### src/rtl/bpft_pkg.sv
// bpft_pkg: shared constants, types and tables of the body posture foot transform
// no dependencies; used by every other file of the block
package bpft_pkg;

   localparam int COORD_WIDTH  = 16;
   localparam int CORDIC_STEPS = 16;
   localparam int LEG_COUNT    = 4;
   localparam int LEG_WIDTH    = 2;
   localparam int QUEUE_DEPTH  = 8;

   localparam int ANGLE_WIDTH  = 16;
   localparam int REG_WIDTH    = 15;
   localparam int CSR_IDX_WIDTH = 4;

   // sine/cosine and matrix elements are Q1.14 held in 18 bits
   localparam int SC_WIDTH     = 18;
   localparam int MAT_WIDTH    = 18;
   // cordic vector and angle accumulator
   localparam int ACC_WIDTH    = 34;

   localparam logic signed [ACC_WIDTH-1:0] CORDIC_X0 = 34'sd652032874;

   // register indexes
   localparam logic [CSR_IDX_WIDTH-1:0] REG_BODY_LENGTH     = 4'd0;
   localparam logic [CSR_IDX_WIDTH-1:0] REG_BODY_WIDTH      = 4'd1;
   localparam logic [CSR_IDX_WIDTH-1:0] REG_HIP_OFFSET      = 4'd2;
   localparam logic [CSR_IDX_WIDTH-1:0] REG_STANDING_HEIGHT = 4'd3;

   localparam logic [REG_WIDTH-1:0] BODY_LENGTH_RST     = 15'd3200;
   localparam logic [REG_WIDTH-1:0] BODY_WIDTH_RST      = 15'd1600;
   localparam logic [REG_WIDTH-1:0] HIP_OFFSET_RST      = 15'd960;
   localparam logic [REG_WIDTH-1:0] STANDING_HEIGHT_RST = 15'd2560;

   // arctangent of 2^-i in units of pi/2^31
   localparam int ATAN_TAB [0:23] = '{
      536870912, 316933406, 167458907, 85004756, 42667331, 21354465,
      10679838, 5340245, 2670163, 1335087, 667544, 333772,
      166886, 83443, 41722, 20861, 10430, 5215, 2608, 1304,
      652, 326, 163, 81
   };

   typedef struct packed {
      logic signed [MAT_WIDTH-1:0] ix;
      logic signed [MAT_WIDTH-1:0] iy;
      logic signed [MAT_WIDTH-1:0] iz;
      logic signed [MAT_WIDTH-1:0] jx;
      logic signed [MAT_WIDTH-1:0] jy;
      logic signed [MAT_WIDTH-1:0] jz;
      logic signed [MAT_WIDTH-1:0] kx;
      logic signed [MAT_WIDTH-1:0] ky;
      logic signed [MAT_WIDTH-1:0] kz;
   } mat_type;

   typedef struct packed {
      logic [REG_WIDTH-1:0] body_length;
      logic [REG_WIDTH-1:0] body_width;
      logic [REG_WIDTH-1:0] hip_offset;
      logic [REG_WIDTH-1:0] standing_height;
   } geom_type;

endpackage

### src/rtl/bpft_queue.sv
// bpft_queue: short register queue between front and back
// depends on bpft_pkg
module bpft_queue #(
   parameter int WIDTH = 8,
   parameter int DEPTH = bpft_pkg::QUEUE_DEPTH
) (
   input  logic clock,
   input  logic reset,
   input  logic push,
   input  logic [WIDTH-1:0] push_data,
   input  logic pop,
   output logic head_valid,
   output logic [WIDTH-1:0] head_data
);
   localparam int PW = (DEPTH > 1) ? $clog2(DEPTH) : 1;
   localparam int CW = $clog2(DEPTH + 1);

   logic [WIDTH-1:0] mem_ff [0:DEPTH-1];
   logic [PW-1:0]    wr_ptr_ff, wr_ptr_in, rd_ptr_ff, rd_ptr_in;
   logic [CW-1:0]    count_ff, count_in;

   always_comb begin
      wr_ptr_in = wr_ptr_ff;
      rd_ptr_in = rd_ptr_ff;
      if (push) wr_ptr_in = (wr_ptr_ff == PW'(DEPTH - 1)) ? '0 : wr_ptr_ff + 1'b1;
      if (pop)  rd_ptr_in = (rd_ptr_ff == PW'(DEPTH - 1)) ? '0 : rd_ptr_ff + 1'b1;
      count_in = count_ff + CW'(push) - CW'(pop);
   end

   always_ff @(posedge clock) begin
      if (reset) begin
         wr_ptr_ff <= '0;
         rd_ptr_ff <= '0;
         count_ff  <= '0;
      end else begin
         wr_ptr_ff <= wr_ptr_in;
         rd_ptr_ff <= rd_ptr_in;
         count_ff  <= count_in;
      end
   end

   always_ff @(posedge clock) begin
      if (push) mem_ff[wr_ptr_ff] <= push_data;
   end

   assign head_valid = count_ff != '0;
   assign head_data  = mem_ff[rd_ptr_ff];
endmodule

### config.mk
export PLATFORM = sky130hd
export DESIGN_NAME = bpft_queue
export DESIGN_NICKNAME = d
export VERILOG_FILES = /design/src/rtl/bpft_pkg.sv /design/src/rtl/bpft_queue.sv
export SDC_FILE = /design/constraint.sdc
export NUM_CORES = 1
export LEC_CHECK = 0
export BUFFER_PORTS_ARGS = -buffer_cell sky130_fd_sc_hd__clkbuf_2
export CELL_PAD_IN_SITES_DETAIL_PLACEMENT = 1
export CELL_PAD_IN_SITES_GLOBAL_PLACEMENT = 2
export CORE_ASPECT_RATIO = 2
export CORE_MARGIN = 4
export CORE_UTILIZATION = 45
export DETAILED_ROUTE_END_ITERATION = 16
export PLACE_DENSITY_LB_ADDON = 0.1
export RECOVER_POWER = 100
export SLEW_MARGIN = 20
export SYNTH_ARGS = -nofsm -noshare
export SYNTH_HDL_FRONTEND = slang
export SYNTH_SLANG_ARGS = --single-unit
### constraint.sdc
create_clock -name clock -period 1.85 [get_ports clock]
set_input_delay 0.185 -clock clock [delete_from_list [all_inputs] [get_ports clock]]
set_output_delay 0.185 -clock clock [all_outputs]
set_load 0.02 [all_outputs]
==> impl_metrics.toml, run 1 <==
[final_layout]
layout-drive-gt1-share_pct = 24.3
fin_cells = 298
layout_commonest_cell = "edfxtp_1"
fin_nets = 227
antennaDiodeCount = 0
fillerInstances = 637
final_util_pct = 55.3
area_delta_synth_final_pct = 18.4
mostFrequentLayoutCells = "edfxtp_1 (64), clkbuf_1 (22), mux4_2 (16)"

[clocking]
clock_path_buffers = 2
htreeDepth = 3
cts.sinks = 77
cts_buffers = 9
cts.clk_slew.worst_paths_ps = 50
clockRootBuffer = "clkbuf_16"
cts_tree = "yes"
insertion_delay_ps = 330

[global_routing]
antenna_found_initial = 0
grt_pass1_vias = 1813
grt_pass1_wl_um = 9640
grt_usage_pct = 16.6
grt_max_degree = 17
grt-ovfl-total = 0

[sta]
fin_crit_ps = 2010
setup_viol = 8
tightest_slew_ps = 719
setup_slack_ps = -157
hold_ws_ps = 193
rsz0062_at_grt = "yes"
fin_crit_sh_pct = 108
hold_viol = 0
maxSlewViolCount = 0
timing.fmax_ghz = 0.498
skew_ps = 5.46
slew-limit-headroom_pct = 52.1

[yosys]
yosysSeqAreaShare_pct = 70.1
synth-compound-area-share_pct = 1.25
synth-xor-area-share_pct = 0.281
ys_ff_latch = 77
synth_area_sq_um = 3110
synth_nets = 186
synth_top_family_by_area = "multiplexers"
synthCells = 164
ys_types = 26
yosysWarningCount = 0
synthSimpleGateAreaFrac_pct = 4.86
yosys.area_share.adder_pct = 4.26
avgSynthCellArea_sq_um = 19.0
synth_mux_area_share_pct = 16.9

[die]
core_region_area_sq_um = 6670
start_util_pct = 46.7
die_area_sq_um = 8400
fp-row-count = 42
die_h_um = 126
pin_count = 21
die_x_um = 66.8

[place]
io_buffers = 20
dp.cells = 281
gp_routability_congestion = 0.733
dpl.hpwl_um = 4190

[detailed_routing]
totalWireLength_um = 6110
viasPerCell = 5.29
initialDrtViolationCount = 97
drcViolationCount = 0
firstDrtPassIters = 4
post_drt_wl_per_cell_um = 20.5
vias = 1575
drtAntennaViolNets = 0

[setup_path]
slowest_stage = "mux4_2"
cp_cell_sequence = "buf_16 -> mux4_2 -> mux2_4 -> buf_8"
endpoint_kind = "output pin"
crit_fanout = 8
cpPeakStageDelay_ps = 520
worstSetupStartpointType = "flop"
crit_required_ps = 1660
cp.arrival_ps = 1820
crit_type = "flop to output pin"

[hold_path]
min_path_type = "input pin to flop"

[pwr]
p_leak_uw = 0.00125
power.density_nw_per_um2 = 1110
vdd_ir_drop_max_v = 0.000644

[run]
cap_violations = 0

[run_status]
violations = "negative setup slack"
status = "finished, violations left"
==> timing repair <==
action	4_1_cts	5_1_grt
buffers inserted	0	0
cloned	1	0
setup endpoints to repair	8	8
hold buffers	0	0
resized for setup	36	6
==> state kept, by name (all words and copies together) (netlist names), named ones only <==
register	count
mem_ff	64
count_ff	4
rd_ptr_ff	3
wr_ptr_ff	3
==> cell type report <==
cell class | instances | area, sq um | share of cell area [%]
clock inverters | 7 | 56.3 | 1.53
well taps | 88 | 110 | 2.99
clock buffers | 9 | 225 | 6.11
repair buffers | 36 | 268 | 7.26
inverters | 7 | 26.3 | 0.712
multi-input cells | 74 | 817 | 22.2
flip-flops and latches | 77 | 2190 | 59.3
==> final timing paths <==
kind	startpoint	endpoint	slack [ps]	cells after the start
setup / recovery	flop	head_data[1]	-160	4
hold / removal	reset	count_ff[1]$_SDFF_PP0_	190	2
setup reg to reg	wr_ptr_ff[2]$_SDFFE_PP0P_	mem_ff[6][7]$_DFFE_PP_	210	3
hold reg to reg	rd_ptr_ff[1]$_SDFFE_PP0P_	flop	510	2
==> cells by family (layout without fill, tap and decap cells) <==
kind of cell | after synthesis | count (layout)
flops | 77 | 77
simple gates | 30 | 30
mux | 26 | 26
buf+inv | 13 | 59
fa+ha+maj | 10 | 10
compound gates | 7 | 7
xor+xnor | 1 | 1
==> metrics by stage <==
| step | setup slack (ps) | total power [uW] | area, sq um | TNS, ps |
|---|---|---|---|---|
| after floorplan | 253 | 2310 | 3110 | 0 |
| after global placement | 128 | 2420 | 3400 | 0 |
| after detailed placement | 116 | 2460 | 3400 | 0 |
| after CTS | -182 | 4170 | 3740 | -1310 |
| after global routing | -204 | 4310 | 3690 | -1510 |
| final | -157 | 4110 | 3690 | -1080 |
==> cells in the mapped netlist <==
| cell | n | area, sq um |
|---|---|---|
| inv_1 | 7 | 26.3 |
| dfxtp_1 | 13 | 260 |
| nand2b_1 | 6 | 37.5 |
| nor3b_1 | 1 | 7.51 |
| mux4_2 | 1 | 22.5 |
| buf_2 | 1 | 5.00 |
| mux2i_1 | 2 | 20.0 |
| a21oi_1 | 5 | 25.0 |
| a31o_2 | 1 | 8.76 |
| fa_1 | 1 | 20.0 |
| o21ai_0 | 1 | 5.00 |
| nor3_1 | 2 | 10.0 |
| nor2b_1 | 3 | 18.8 |
| mux4_1 | 15 | 394 |
| xnor2_1 | 1 | 8.76 |
| nand3_1 | 2 | 10.0 |
| ha_1 | 9 | 113 |
| nand3b_1 | 2 | 15.0 |
| nor2_1 | 11 | 41.3 |
| nand2_1 | 3 | 11.3 |
| buf_12 | 1 | 20.0 |
| mux2_2 | 8 | 90.1 |
| buf_1 | 1 | 3.75 |
| clkbuf_1 | 2 | 7.51 |
| buf_6 | 1 | 11.3 |
| edfxtp_1 | 64 | 1920 |
==> metal layers <==
layer,GRT usage [%],share of wire (%),up-vias
met1,17.5,35,818
li1,-,-,715
met3,4.55,3.7,11
met5,0,0,-
met4,7.19,2.0,0
met2,29.7,59,31
==> critical path: cells and delay by family, from the launching register on <==
kind / cells / cell delay (ps)
flops: 1 / 390
buf+inv: 2 / 280
mux: 2 / 820
==> power by group <==
| part | switching (uW) | leakage [uW] | total, uW | internal, uW |
|---|---|---|---|---|
| Sequential | 36.2 | 0.000689 | 1980 | 1950 |
| Clock | 616 | 0.000133 | 1630 | 1020 |
| Combinational | 249 | 0.000431 | 496 | 247 |
Note: power is estimated with default switching activity, not from simulation.
==> run 2: changes to the inputs <==
==> constraint.sdc (replaced) <==
create_clock -name clock -period 1.85 [get_ports clock]
set_input_delay 0.185 -clock clock [delete_from_list [all_inputs] [get_ports clock]]
set_output_delay 0.185 -clock clock [all_outputs]
set_load 0.05 [all_outputs]
==> impl_metrics.toml, run 2 (same netlist as run 1, synthesis figures left out) <==
[run_status]
status = "finished, violations left"
violations = "negative setup slack"

[final_layout]
area_delta_synth_final_pct = 22.3
reg.largest.list = "mem_ff: 64 flops, count_ff: 4 flops"
fin_cells = 298
mostFrequentLayoutCells = "edfxtp_1 (64), clkbuf_1 (22), mux4_2 (16)"
largest-register = "mem_ff"
layout-drive-gt1-share_pct = 26.7
largest_register_ffs = 64
layout_commonest_cell = "edfxtp_1"
fin_nets = 227
antennaDiodeCount = 0

[sta]
fin_crit_ps = 2050
rsz0062_at_grt = "yes"
setup_slack_ps = -202
timing.fmax_ghz = 0.487
setup_viol = 8
skew_ps = 4.46
maxSlewViolCount = 0
hold_ws_ps = 199
fin_crit_sh_pct = 111
tightest_slew_ps = 707
slew-limit-headroom_pct = 52.9
hold_viol = 0

[global_routing]
grt-ovfl-total = 0
grt_max_degree = 17
grt_pass1_vias = 1819
grt_usage_pct = 16.7
grt_pass1_wl_um = 9580
antenna_found_initial = 0

[detailed_routing]
initialDrtViolationCount = 92
post_drt_wl_per_cell_um = 20.7
drcViolationCount = 0
totalWireLength_um = 6180
vias = 1567
drtAntennaViolNets = 0
viasPerCell = 5.26
firstDrtPassIters = 4

[setup_path]
worstSetupStartpointType = "flop"
cpPeakStageDelay_ps = 530
crit_type = "flop to output pin"
crit_required_ps = 1660
cp.arrival_ps = 1870
endpoint_kind = "output pin"
cp_cell_sequence = "buf_12 -> mux4_2 -> mux2_4 -> clkbuf_16"
slowest_stage = "mux4_2"
crit_fanout = 8
critPathTopFamily = "multiplexers"
cp_num_buf_inv = 2

[pwr]
power.density_nw_per_um2 = 1180
p_leak_uw = 0.00132
vdd_ir_drop_max_v = 0.000713

[clocking]
cts_tree = "yes"
cts.clk_slew.worst_paths_ps = 50
clock_path_buffers = 2
cts_hold_buffers = 0
insertion_delay_ps = 330
clockRootBuffer = "clkbuf_16"
cts_buffers = 9
htreeDepth = 3
post-cts-setup-buffers = 0
cts.sinks = 77

[die]
pin_count = 21
die_h_um = 126
die_area_sq_um = 8400
core_region_area_sq_um = 6670
start_util_pct = 46.7
die_x_um = 66.8
fp-row-count = 42

[place]
pre_cts_ws_ps = -3.75
dp.cells = 281
io_buffers = 20
dpl.hpwl_um = 4250
gp_routability_congestion = 0.733

[run]
cap_violations = 0

[hold_path]
min_path_type = "input pin to flop"
## run 2: path summary, 6_finish.rpt
path	start	end	slack, ps	cells after the start
max	flop	head_data[0]	-200	4
min	push_data[7]	mem_ff[0][7]$_DFFE_PP_	200	1
max reg2reg	wr_ptr_ff[2]$_SDFFE_PP0P_	mem_ff[6][3]$_DFFE_PP_	240	3
min reg2reg	rd_ptr_ff[1]$_SDFFE_PP0P_	flop	490	2
## run 2: what timing repair did
item / in CTS / in global routing
endpoints found under the setup margin: 8 / 8
resized for setup: 40 / 7
cloned: 1 / 0
## run 2: layer usage
| metal | wire length [um] | global-route usage (%) | up-vias |
|---|---|---|---|
| met5 | 0 | 0 | - |
| met4 | 148 | 7.43 | 0 |
| met3 | 236 | 4.72 | 11 |
| met2 | 3610 | 30.0 | 32 |
| met1 | 2180 | 17.2 | 807 |
| li1 | - | - | 717 |
## run 2: cell type report
class                           instances  area, sq um
Clock buffer                           14          305
Clock inverter                          2         35.0
Fill cell                             634         2870
Inverter                                7         26.3
Multi-Input combinational cell         74          821
Sequential cell                        77         2190
Tap cell                               88          110
Timing Repair Buffer                   36          325
## run 2: stage by stage
step	total power [uW]	TNS (ps)	utilization, %	area (sq um)
6_report	4480	-1310	57.1	3810
5_1_grt	4670	-1830	57.1	3810
4_1_cts	4530	-1690	57.9	3870
3_5_place_dp	2540	-3.75	51.2	3410
3_3_place_gp	2500	0	51.2	3410
2_1_floorplan	2390	0	-	3110
## run 2: report_power, final
group,switching (uW),leakage (uW),internal [uW],total [uW]
Sequential,34.5,0.000689,1940,1980
Clock,613,0.000170,1270,1880
Combinational,337,0.000458,278,614
